`config.mk`:
```
export PLATFORM = sky130hd
export DESIGN_NAME = bakery_ticket_lock_top
export DESIGN_NICKNAME = d
export VERILOG_FILES = /design/src/rtl/btl_pkg.sv /design/src/rtl/btl_ram.sv /design/src/rtl/btl_ctrl.sv /design/src/rtl/bakery_ticket_lock_top.sv
export SDC_FILE = /design/constraint.sdc
export NUM_CORES = 1
export LEC_CHECK = 0
export CORE_ASPECT_RATIO = 2
export CORE_UTILIZATION = 40
export DETAILED_ROUTE_END_ITERATION = 10
export DONT_BUFFER_PORTS = 1
export GPL_ROUTABILITY_DRIVEN = 0
export PLACE_DENSITY = 0.57
export SLEW_MARGIN = 20
export SYNTH_ARGS = -nofsm -noshare
export SYNTH_HDL_FRONTEND = slang
export SYNTH_HIERARCHICAL = 1
export SYNTH_SLANG_ARGS = --single-unit
```
`constraint.sdc`:
```
create_clock -name i_clk -period 5.3 [get_ports i_clk]
set_input_delay 0.795 -clock i_clk [delete_from_list [all_inputs] [get_ports i_clk]]
set_output_delay 0.795 -clock i_clk [all_outputs]
set_load 0.02 [all_outputs]
```
`src/rtl/btl_pkg.sv`:
```
// Shared types and constants for the bakery ticket lock.
package btl_pkg;

    localparam int THREADS_DEF     = 16;
    localparam int TICKET_BITS_DEF = 16;
    localparam int FIELD_TICKET_W  = 16;
    localparam int FIELD_ID_W      = 4;

    localparam logic [1:0] REQ_ACQUIRE = 2'd0;
    localparam logic [1:0] REQ_RELEASE = 2'd1;
    localparam logic [1:0] REQ_CHECK   = 2'd2;

    typedef struct packed {
        logic [1:0]            req_type;
        logic [FIELD_ID_W-1:0] thread_id;
    } t_req;

    typedef struct packed {
        logic [FIELD_TICKET_W-1:0] ticket_value;
        logic                      may_enter;
        logic [FIELD_ID_W-1:0]     holder_id;
        logic                      holder_valid;
        logic                      overflow;
    } t_rsp;

endpackage

```
`src/rtl/btl_ram.sv`:
```
// Ticket table memory: one write port, one registered read port.
module btl_ram import btl_pkg::*; #(
    parameter int THREADS     = THREADS_DEF,
    parameter int TICKET_BITS = TICKET_BITS_DEF
) (
    input  logic                       i_clk,
    input  logic                       i_we,
    input  logic [$clog2(THREADS)-1:0] i_waddr,
    input  logic [TICKET_BITS-1:0]     i_wdata,
    input  logic                       i_re,
    input  logic [$clog2(THREADS)-1:0] i_raddr,
    output logic [TICKET_BITS-1:0]     o_rdata
);

    logic [TICKET_BITS-1:0] r_mem [THREADS];
    logic [TICKET_BITS-1:0] r_rdata;

    always_ff @(posedge i_clk) begin
        if (i_we) begin
            r_mem[i_waddr] <= i_wdata;
        end
        if (i_re) begin
            r_rdata <= r_mem[i_raddr];
        end
    end

    assign o_rdata = r_rdata;

endmodule

```
`src/rtl/btl_ctrl.sv`:
```
// Request sequencer: clears the table, scans it, updates one ticket, builds the response.
module btl_ctrl import btl_pkg::*; #(
    parameter int THREADS     = THREADS_DEF,
    parameter int TICKET_BITS = TICKET_BITS_DEF
) (
    input  logic                       i_clk,
    input  logic                       i_rst_n,
    input  logic                       i_req_valid,
    output logic                       o_req_ready,
    input  t_req                       i_req,
    output logic                       o_res_valid,
    input  logic                       i_res_ready,
    output t_rsp                       o_res,
    output logic                       o_we,
    output logic [$clog2(THREADS)-1:0] o_waddr,
    output logic [TICKET_BITS-1:0]     o_wdata,
    output logic                       o_re,
    output logic [$clog2(THREADS)-1:0] o_raddr,
    input  logic [TICKET_BITS-1:0]     i_rdata
);

    localparam int ID_W = $clog2(THREADS);
    localparam int CW   = ID_W + 1;
    localparam int XW   = ((ID_W > FIELD_ID_W) ? ID_W : FIELD_ID_W) + 1;
    localparam int TVW  = (TICKET_BITS > FIELD_TICKET_W) ? TICKET_BITS : FIELD_TICKET_W;

    localparam logic [2:0] S_CLEAR  = 3'd0;
    localparam logic [2:0] S_IDLE   = 3'd1;
    localparam logic [2:0] S_SCAN   = 3'd2;
    localparam logic [2:0] S_UPDATE = 3'd3;
    localparam logic [2:0] S_DONE   = 3'd4;

    localparam logic [TICKET_BITS-1:0] TOP_TICKET = {TICKET_BITS{1'b1}};

    logic [2:0]             r_state, n_state;
    logic [CW-1:0]          r_cnt, n_cnt;
    logic                   r_rvalid, n_rvalid;
    logic [ID_W-1:0]        r_ridx, n_ridx;
    logic [1:0]             r_kind, n_kind;
    logic [ID_W-1:0]        r_tid, n_tid;
    logic                   r_tid_ok, n_tid_ok;
    logic [TICKET_BITS-1:0] r_max, n_max;
    logic [TICKET_BITS-1:0] r_old, n_old;
    logic [TICKET_BITS-1:0] r_best, n_best;
    logic [ID_W-1:0]        r_best_id, n_best_id;
    logic                   r_best_v, n_best_v;
    t_rsp                   r_res, n_res;

    logic [XW-1:0]          tid_x;
    logic                   ovf;
    logic [TICKET_BITS-1:0] mine;
    logic                   wins;
    logic [ID_W-1:0]        holder;
    logic                   hvalid;
    logic [TVW-1:0]         mine_x;
    logic [XW-1:0]          holder_x;

    assign tid_x    = XW'(i_req.thread_id);
    assign mine_x   = TVW'(mine);
    assign holder_x = XW'(holder);

    always_comb begin
        ovf  = 1'b0;
        mine = '0;
        if (r_tid_ok) begin
            case (r_kind)
                REQ_ACQUIRE: begin
                    ovf  = (r_max == TOP_TICKET);
                    mine = ovf ? r_old : r_max + 1'b1;
                end
                REQ_RELEASE: mine = '0;
                default:     mine = r_old;
            endcase
        end
        wins   = r_tid_ok && (mine != '0) &&
                 (!r_best_v || (mine < r_best) || ((mine == r_best) && (r_tid < r_best_id)));
        holder = wins ? r_tid : r_best_id;
        hvalid = wins || r_best_v;
    end

    always_comb begin
        n_state   = r_state;
        n_cnt     = r_cnt;
        n_rvalid  = 1'b0;
        n_ridx    = r_ridx;
        n_kind    = r_kind;
        n_tid     = r_tid;
        n_tid_ok  = r_tid_ok;
        n_max     = r_max;
        n_old     = r_old;
        n_best    = r_best;
        n_best_id = r_best_id;
        n_best_v  = r_best_v;
        n_res     = r_res;
        o_we      = 1'b0;
        o_waddr   = r_cnt[ID_W-1:0];
        o_wdata   = '0;
        o_re      = 1'b0;
        o_raddr   = r_cnt[ID_W-1:0];
        case (r_state)
            S_CLEAR: begin
                o_we  = 1'b1;
                n_cnt = r_cnt + 1'b1;
                if (r_cnt == CW'(THREADS - 1)) begin
                    n_state = S_IDLE;
                end
            end
            S_IDLE: begin
                if (i_req_valid) begin
                    n_kind    = i_req.req_type;
                    n_tid     = tid_x[ID_W-1:0];
                    n_tid_ok  = tid_x < XW'(THREADS);
                    n_cnt     = '0;
                    n_max     = '0;
                    n_old     = '0;
                    n_best    = '0;
                    n_best_id = '0;
                    n_best_v  = 1'b0;
                    n_state   = S_SCAN;
                end
            end
            S_SCAN: begin
                if (r_cnt != CW'(THREADS)) begin
                    o_re     = 1'b1;
                    n_rvalid = 1'b1;
                    n_ridx   = r_cnt[ID_W-1:0];
                    n_cnt    = r_cnt + 1'b1;
                end
                if (r_rvalid) begin
                    if (i_rdata > r_max) begin
                        n_max = i_rdata;
                    end
                    if (r_tid_ok && (r_ridx == r_tid)) begin
                        n_old = i_rdata;
                    end else if ((i_rdata != '0) && (!r_best_v || (i_rdata < r_best))) begin
                        n_best    = i_rdata;
                        n_best_id = r_ridx;
                        n_best_v  = 1'b1;
                    end
                    if (r_ridx == ID_W'(THREADS - 1)) begin
                        n_state = S_UPDATE;
                    end
                end
            end
            S_UPDATE: begin
                o_waddr = r_tid;
                o_wdata = mine;
                o_we    = r_tid_ok && !ovf &&
                          ((r_kind == REQ_ACQUIRE) || (r_kind == REQ_RELEASE));
                n_res.ticket_value = mine_x[FIELD_TICKET_W-1:0];
                n_res.may_enter    = wins;
                n_res.holder_id    = hvalid ? holder_x[FIELD_ID_W-1:0] : '0;
                n_res.holder_valid = hvalid;
                n_res.overflow     = ovf;
                n_state            = S_DONE;
            end
            S_DONE: begin
                if (i_res_ready) begin
                    n_state = S_IDLE;
                end
            end
            default: n_state = S_IDLE;
        endcase
    end

    always_ff @(posedge i_clk) begin
        if (!i_rst_n) begin
            r_state  <= S_CLEAR;
            r_cnt    <= '0;
            r_rvalid <= 1'b0;
        end else begin
            r_state  <= n_state;
            r_cnt    <= n_cnt;
            r_rvalid <= n_rvalid;
        end
        r_ridx    <= n_ridx;
        r_kind    <= n_kind;
        r_tid     <= n_tid;
        r_tid_ok  <= n_tid_ok;
        r_max     <= n_max;
        r_old     <= n_old;
        r_best    <= n_best;
        r_best_id <= n_best_id;
        r_best_v  <= n_best_v;
        r_res     <= n_res;
    end

    assign o_req_ready = (r_state == S_IDLE);
    assign o_res_valid = (r_state == S_DONE);
    assign o_res       = r_res;

endmodule

```
`src/rtl/bakery_ticket_lock_top.sv`:
```
// Bakery ticket lock top level: sequencer, ticket memory and response register.
//
// Usage:
//   Request channel (i_req_valid / o_req_ready / i_req) carries a request kind
//   (acquire, release, check; the unused code acts as a check) and a thread id.
//   Response channel (o_rsp_valid / i_rsp_ready / o_rsp) returns one response
//   per request: the thread's ticket, whether it may enter, the current holder,
//   whether any ticket is held, and an overflow flag for a refused acquire.
//   Each request scans the whole ticket memory through its single read port,
//   one entry per cycle, then an acquire or release that is not refused
//   writes back one entry. One request is worked on at a time: a new request
//   is accepted only after the last one has gone to the response register.
//   After reset the memory is cleared one entry per cycle; o_req_ready stays
//   low until every entry is cleared. The response register holds a finished
//   response while the receiver stalls, and the next request is still
//   accepted and scanned; it waits in the sequencer until that register
//   frees up.
module bakery_ticket_lock_top import btl_pkg::*; #(
    parameter int THREADS     = THREADS_DEF,
    parameter int TICKET_BITS = TICKET_BITS_DEF
) (
    input  logic i_clk,
    input  logic i_rst_n,
    input  logic i_req_valid,
    output logic o_req_ready,
    input  t_req i_req,
    output logic o_rsp_valid,
    input  logic i_rsp_ready,
    output t_rsp o_rsp
);

    localparam int ID_W = $clog2(THREADS);

    logic                   we;
    logic [ID_W-1:0]        waddr;
    logic [TICKET_BITS-1:0] wdata;
    logic                   re;
    logic [ID_W-1:0]        raddr;
    logic [TICKET_BITS-1:0] rdata;
    logic                   res_valid;
    logic                   res_ready;
    t_rsp                   res;

    logic r_out_valid;
    t_rsp r_out;

    btl_ctrl #(
        .THREADS     (THREADS),
        .TICKET_BITS (TICKET_BITS)
    ) u_ctrl (
        .i_clk       (i_clk),
        .i_rst_n     (i_rst_n),
        .i_req_valid (i_req_valid),
        .o_req_ready (o_req_ready),
        .i_req       (i_req),
        .o_res_valid (res_valid),
        .i_res_ready (res_ready),
        .o_res       (res),
        .o_we        (we),
        .o_waddr     (waddr),
        .o_wdata     (wdata),
        .o_re        (re),
        .o_raddr     (raddr),
        .i_rdata     (rdata)
    );

    btl_ram #(
        .THREADS     (THREADS),
        .TICKET_BITS (TICKET_BITS)
    ) u_ram (
        .i_clk   (i_clk),
        .i_we    (we),
        .i_waddr (waddr),
        .i_wdata (wdata),
        .i_re    (re),
        .i_raddr (raddr),
        .o_rdata (rdata)
    );

    assign res_ready = !r_out_valid || i_rsp_ready;

    always_ff @(posedge i_clk) begin
        if (!i_rst_n) begin
            r_out_valid <= 1'b0;
        end else if (res_ready) begin
            r_out_valid <= res_valid;
        end
        if (res_ready && res_valid) begin
            r_out <= res;
        end
    end

    assign o_rsp_valid = r_out_valid;
    assign o_rsp       = r_out;

endmodule
```
# Word-level counts from Yosys, hierarchy flattened
# Memories as Yosys holds them, arrays and structs flattened. A register that Yosys moved wholly into a read port is not among the register bits.
# Cells that the tools add are included.
[word_totals]
ff_bits = 120
ramBits = 256
output_inout_bits = 25
elab_cells = 125
n_memories = 1
[memory_table]
columns = ["memory", "depth", "word_bits", "rd", "rd_clocked_by_memory_dff", "wr", "line", "rtl"]
rows = [
  ["u_ram.r_mem", 16, 16, 1, 1, 1, "btl_ram.sv:15", "logic [TICKET_BITS-1:0] r_mem [THREADS];"],
]
[op_classes]
n_addsub = 2
n_lt_le_gt_ge = 5
eq_ne = 21
mux = 43
reduce_logical = 30
[ops]
columns = ["op", "count"]
rows = [
  ["16-bit two-way mux", 11],
  ["16-bit one-hot mux with 2 select lines", 4],
  ["16-bit < comparator", 2],
  ["16-bit nonzero test", 2],
  ["4-bit two-way mux", 6],
  ["16-bit by 1-bit adder with 16-bit output, second input constant", 1],
  ["16-bit == test", 1],
  ["16-bit == test, second input constant", 1],
  ["16-bit > comparator", 1],
  ["2-bit by 1-bit != test with 1-bit output, second input constant", 8],
  ["3-bit two-way mux", 5],
  ["3-bit one-hot mux with 5 select lines", 1],
  ["5-bit one-hot mux with 3 select lines", 1],
  ["1-bit two-way mux", 10],
  ["5-bit two-way mux", 2],
  ["5-bit AND reduction", 2],
  ["1-bit logical AND", 8],
  ["4-bit one-hot mux with 2 select lines", 1],
  ["4-bit AND reduction", 2],
  ["3-bit by 2-bit == test with 1-bit output, second input constant", 2],
  ["1-bit logical OR", 6],
  ["5-bit by 1-bit adder with 5-bit output, second input constant", 1],
  ["5-bit by 4-bit == test with 1-bit output, second input constant", 1],
  ["4-bit by 5-bit < comparator with 1-bit output, second input constant", 1],
  ["other kinds (16)", 21],
]

# Longest topological paths before layout
[logic_depth]
depth_word = 9
depth_mapped = 15

# Cells and area by module
# The synthesis kept the hierarchy.
[modules_own_cells]
columns = ["module", "instances", "cells_per_inst", "area_per_inst_um2"]
rows = [
  ["btl_ram", 1, 432, 10203.5],
  ["btl_ctrl", 1, 505, 5534.1],
  ["bakery_ticket_lock_top", 1, 28, 748.2],
]

# Worst setup path before layout
# Ideal clock, no wire load.
[synth_path]
kind = "register to register"
start = "reg u_ctrl.r_max[0]"
end = "mem u_ram/r_mem[0][0] in the netlist's numbering, enable pin"
setup_time_ns = 0.409
arrival_ns = 3.348
t_required_ns = 4.891
setup_slack_ns = 1.543
path_stages_with_launch = 11
n_path_buf = 1
cell_sequence = "edfxtp_1 -> ha_1 -> nand4_2 -> nor4_1 -> or2_2 -> buf_6 -> nor2_1 -> nor2_1 -> nor2_1 -> or3b_2 -> nor3_1"
[synth_between]
elab_chain_len = 9
[synth_rtl]
columns = ["item", "line", "rtl"]
rows = [
  ["start, declared", "btl_ctrl.sv:42", "logic [TICKET_BITS-1:0] r_max, n_max;"],
  ["start signal, assigned", "btl_ctrl.sv:180", "r_max <= n_max;"],
  ["16-bit == test", "btl_ctrl.sv:68", "ovf = (r_max == TOP_TICKET);"],
  ["1-bit two-way mux", "btl_ctrl.sv:66", "case (r_kind)"],
  ["1-bit two-way mux", "btl_ctrl.sv:65", "if (r_tid_ok) begin"],
  ["1-bit zero test", "btl_ctrl.sv:148", "o_we = r_tid_ok && !ovf &&"],
  ["1-bit logical AND (2 in series)", "btl_ctrl.sv:148", ""],
  ["1-bit one-hot mux with 2 select lines", "btl_ctrl.sv:100", "case (r_state)"],
  ["named net we", "bakery_ticket_lock_top.sv:34", "logic we;"],
  ["1-bit two-way mux", "btl_ram.sv:19", "if (i_we) begin"],
  ["1-bit two-way mux (not written as such)", "btl_ram.sv:20", "r_mem[i_waddr] <= i_wdata;"],
  ["end, declared", "btl_ram.sv:15", ""],
]
# The timed path passes the listed nets, and every way through them passes these cells.

# Final worst setup path
[layout_path]
start = "reg u_ctrl.r_max[0]"
end = "reg u_ctrl.r_res (netlist bit u_ctrl/o_res[3]), data pin"
[layout_between]
elab_chain_len = 9
word_cells_on_any_way = 15
classes_between = "add/sub (1); order compare (1); eq/ne (2); mux (4); reduce/logical (7)"
[layout_rtl]
columns = ["item", "line", "rtl"]
rows = [
  ["16-bit by 1-bit adder with 16-bit output or 16-bit == test (tied branches)", "btl_ctrl.sv:69, btl_ctrl.sv:68", ""],
  ["16-bit two-way mux *", "btl_ctrl.sv:69", "mine = ovf ? r_old : r_max + 1'b1;"],
  ["16-bit one-hot mux with 2 select lines *", "btl_ctrl.sv:66", ""],
  ["16-bit two-way mux *", "btl_ctrl.sv:65", ""],
  ["named net u_ctrl.mine[15]", "btl_ctrl.sv:51", "logic [TICKET_BITS-1:0] mine;"],
  ["16-bit < comparator or 16-bit == test (tied branches)", "btl_ctrl.sv:76", "(!r_best_v || (mine < r_best) || ((mine == r_best) && (r_tid < r_best_id)));"],
  ["1-bit logical OR or 1-bit logical AND (tied branches)", "btl_ctrl.sv:76", ""],
  ["1-bit logical OR", "btl_ctrl.sv:76", ""],
  ["1-bit logical AND *", "btl_ctrl.sv:75", "wins = r_tid_ok && (mine != '0) &&"],
  ["4-bit two-way mux or 1-bit logical OR (tied branches)", "btl_ctrl.sv:77, btl_ctrl.sv:78", ""],
  ["end signal, assigned", "btl_ctrl.sv:185", "r_res <= n_res;"],
  ["end, declared", "btl_ctrl.sv:47", "t_rsp r_res, n_res;"],
]
# The timed path passes the listed nets; every way through them passes the cells marked *.
# A chain may end at the register's enable or synchronous reset.

==> results.json <==
{
  "fin_crit_ps": 4010,
  "p_leak_nw": 5.74,
  "drc_errors": 0,
  "postPlaceCellArea_um2": 17200,
  "synth_top_area_share": 0.694,
  "portBuffers": 0,
  "start_kind": "flip-flop",
  "cts_buffer_depth": 3,
  "synthToLayoutAreaGrowth_pct": 10.2,
  "ys_types": 67,
  "avgViaCountPerCell": 5.52,
  "first_pass_iters": 5,
  "cts_tree": "done",
  "num_vias": 8473,
  "rsz0062_at_grt": "no",
  "initial_core_util": 0.407,
  "cts.repair.resized": 0,
  "yosys-top-cells-area": "edfxtp_1 69%, mux4_2 7.4%, ha_1 4.1%, mux4_1 1.6%, a22oi_1 1.5%",
  "nets": 1045,
  "worst_setup_path_end_kind": "flip-flop",
  "clock_skew_ps": 29.1,
  "hold_buffers": 0,
  "max_freq_ghz": 0.249,
  "gr-total-overflow": 0,
  "yosysSeqAreaShare": 0.706,
  "peakVddDrop_uv": 251,
  "first_iter_violations": 574,
  "routed_wirelength_um": 38400,
  "wl_per_cell_um": 25.1,
  "postRouteAntennaNets": 0,
  "drv_slew": 0,
  "setup_viol": 0,
  "stdcell_count": 1534,
  "final_util": 0.449,
  "synth-seq-cells": 391,
  "power.density_nw_per_um2": 331,
  "synthCells": 965,
  "min_path_type": "input port to flip-flop",
  "rows": 104,
  "crit_type": "flip-flop to flip-flop",
  "cp_data_arrival_time_ps": 4450,
  "first_global_vias": 8848,
  "syn_area_um2": 16500,
  "grt_start_max_net_pins": 62,
  "antenna_cells": 0,
  "clk_latency_ps": 590,
  "die_area_um2": 42100,
  "synth.net_count": 1029,
  "clk_pin_slew_worst_paths_ps": 70,
  "status": "finished, final reports clean",
  "synth_edf_count": 381,
  "numCtsBuffers": 31,
  "synthArstFlopShare": 0,
  "h-tree-depth": 1,
  "yosys_warnings": 6,
  "core_um2": 40500,
  "die-width_um": 146,
  "fin_total_pwr_mw": 6.01,
  "grt_use_total": 0.186,
  "yosys.area.top_type": "edfxtp_1",
  "place_inst": 1478,
  "tightest_slew_ps": 1170,
  "grt_antenna_before_repair": 0,
  "post_cts_buffers": 0,
  "fin_area_um2": 18200,
  "clock-sinks": 391,
  "worstPathRequired_ps": 5740,
  "die_height_um": 289,
  "crit_fanout": 6,
  "setup_tns_ps": 0,
  "syn_area_per_cell_um2": 17.1,
  "yosys_most_used_dff": "edfxtp_1",
  "grt_pass1_wl_um": 56300,
  "drive_gt1_frac": 0.164,
  "ios": 35,
  "relSlewSlack": 0.216,
  "hold_viol": 0,
  "cap_viol_max_count": 0,
  "final.period_utilization": 0.757,
  "cts_root_buffer": "clkbuf_16",
  "rrSetupSlack_ps": 1290,
  "hpwl_um": 26300
}
==> metrics by stage <==
stage,setup slack [ps],hold slack (ps)
global route,1090,270
floorplan,1540,400
finish,1290,290
detailed placement,1360,406
CTS,1330,268
global placement,1470,404
==> final timing paths <==
check                                                      to                      start  depth (start not counted)
worst min-delay path                u_ctrl/r_tid[0]$_DFFE_PP_                   i_req[0]                          0
worst min register to register             o_rsp[7]$_DFFE_PP_  u_ctrl/o_res[7]$_DFFE_PP_                          0
worst max register to register  u_ctrl/o_res[3]$_SDFFCE_PN0P_  u_ctrl/r_max[0]$_DFFE_PP_                         11
worst max-delay path            u_ctrl/o_res[3]$_SDFFCE_PN0P_  u_ctrl/r_max[0]$_DFFE_PP_                         11
==> metal layers <==
metal  wire, µm  part of all wire  up-vias  track usage
met3       1290             0.033       86       0.0184
met1      13200              0.34     4339        0.188
met4       2100             0.055        0        0.105
li1           -                 -     3824            -
met2      21900              0.57      224        0.368
met5          0                 0        -            0
==> kinds of logic (layout without fill, tap and decap cells) <==
group	after synthesis	in the layout	share of synthesized area
buffers and inverters	89	128	0.0253
flip-flops	391	391	0.706
AO/OA/AOI/OAI	120	120	0.0502
adder cells (fa/ha/maj)	54	54	0.0410
XOR/XNOR	17	17	0.00903
AND/OR/NAND/NOR	223	223	0.0745
multiplexers	71	71	0.0940
==> worst max-delay path: stages (launching register included) <==
cell and delay (ps):
edfxtp_1 450, ha_1 290, and4_1 310, a41oi_1 160, o21ai_0 830, inv_1 150, ha_1 340, nand4_1 120
nor2_1 430, a21oi_1 160, o21ai_2 350, mux2i_1 250
==> area by class of cell <==
| cell class | instances | area [µm²] |
|---|---|---|
| inverters | 53 | 199 |
| repair buffers | 19 | 143 |
| well taps | 530 | 663 |
| multi-input cells | 485 | 4520 |
| clock inverters | 22 | 216 |
| fillers | 3492 | 22300 |
| clock buffers | 34 | 787 |
| flip-flops and latches | 391 | 11600 |
==> cell usage after synthesis, types with 3 or more instances <==
master and instances:
nand2b_1 5, o21ai_0 26, nor4_2 3, a21o_1 15, a21oi_1 16, buf_6 7
nand2_1 46, buf_2 3, mux4_1 10, o21a_1 4, a22oi_1 33, nor2_1 47
nor2b_1 6, edfxtp_1 381, dfxtp_1 10, buf_1 3, a21boi_0 4, ha_1 54
inv_1 52, mux4_2 54, nand3_1 11, xnor2_1 15, buf_4 7, nor3b_1 3
clkbuf_1 16, nand4_1 20, mux2i_1 7, or2_2 5, nor4_1 14, nor3_1 11
a211oi_1 3, and2_1 32, and3_1 3, nand3b_1 3
==> layout by cell type, fill, tap and decap left out, drive strengths merged, types with 27 or more instances in the layout <==
master  Yosys  layout
inv        53      54
o21ai      27      27
mux4       64      64
edfxtp    381     381
clkbuf     16      34
a22oi      33      33
and2       34      34
ha         54      54
nor2       48      48
nand2      46      46
==> registers in the layout, indices dropped and copies added, names as in the netlist, 2 cells and up <==
name and cells:
o_rsp 23, u_ctrl/o_res 23, u_ctrl/r_best 16, u_ctrl/r_best_id 4, u_ctrl/r_cnt 5, u_ctrl/r_kind 2
u_ctrl/r_max 16, u_ctrl/r_old 16, u_ctrl/r_ridx 4, u_ctrl/r_state 3, u_ctrl/r_tid 4, u_ram/o_rdata 16
u_ram/r_mem 256
==> report_power, final <==
group | switching, mW | internal (mW) | total (mW)
sequential | 0.0261 | 3.41 | 3.44
clock | 1.07 | 1.26 | 2.33
combinational | 0.134 | 0.107 | 0.241
total | 1.23 | 4.78 | 6.01
Power figures use the tool's default switching activity.
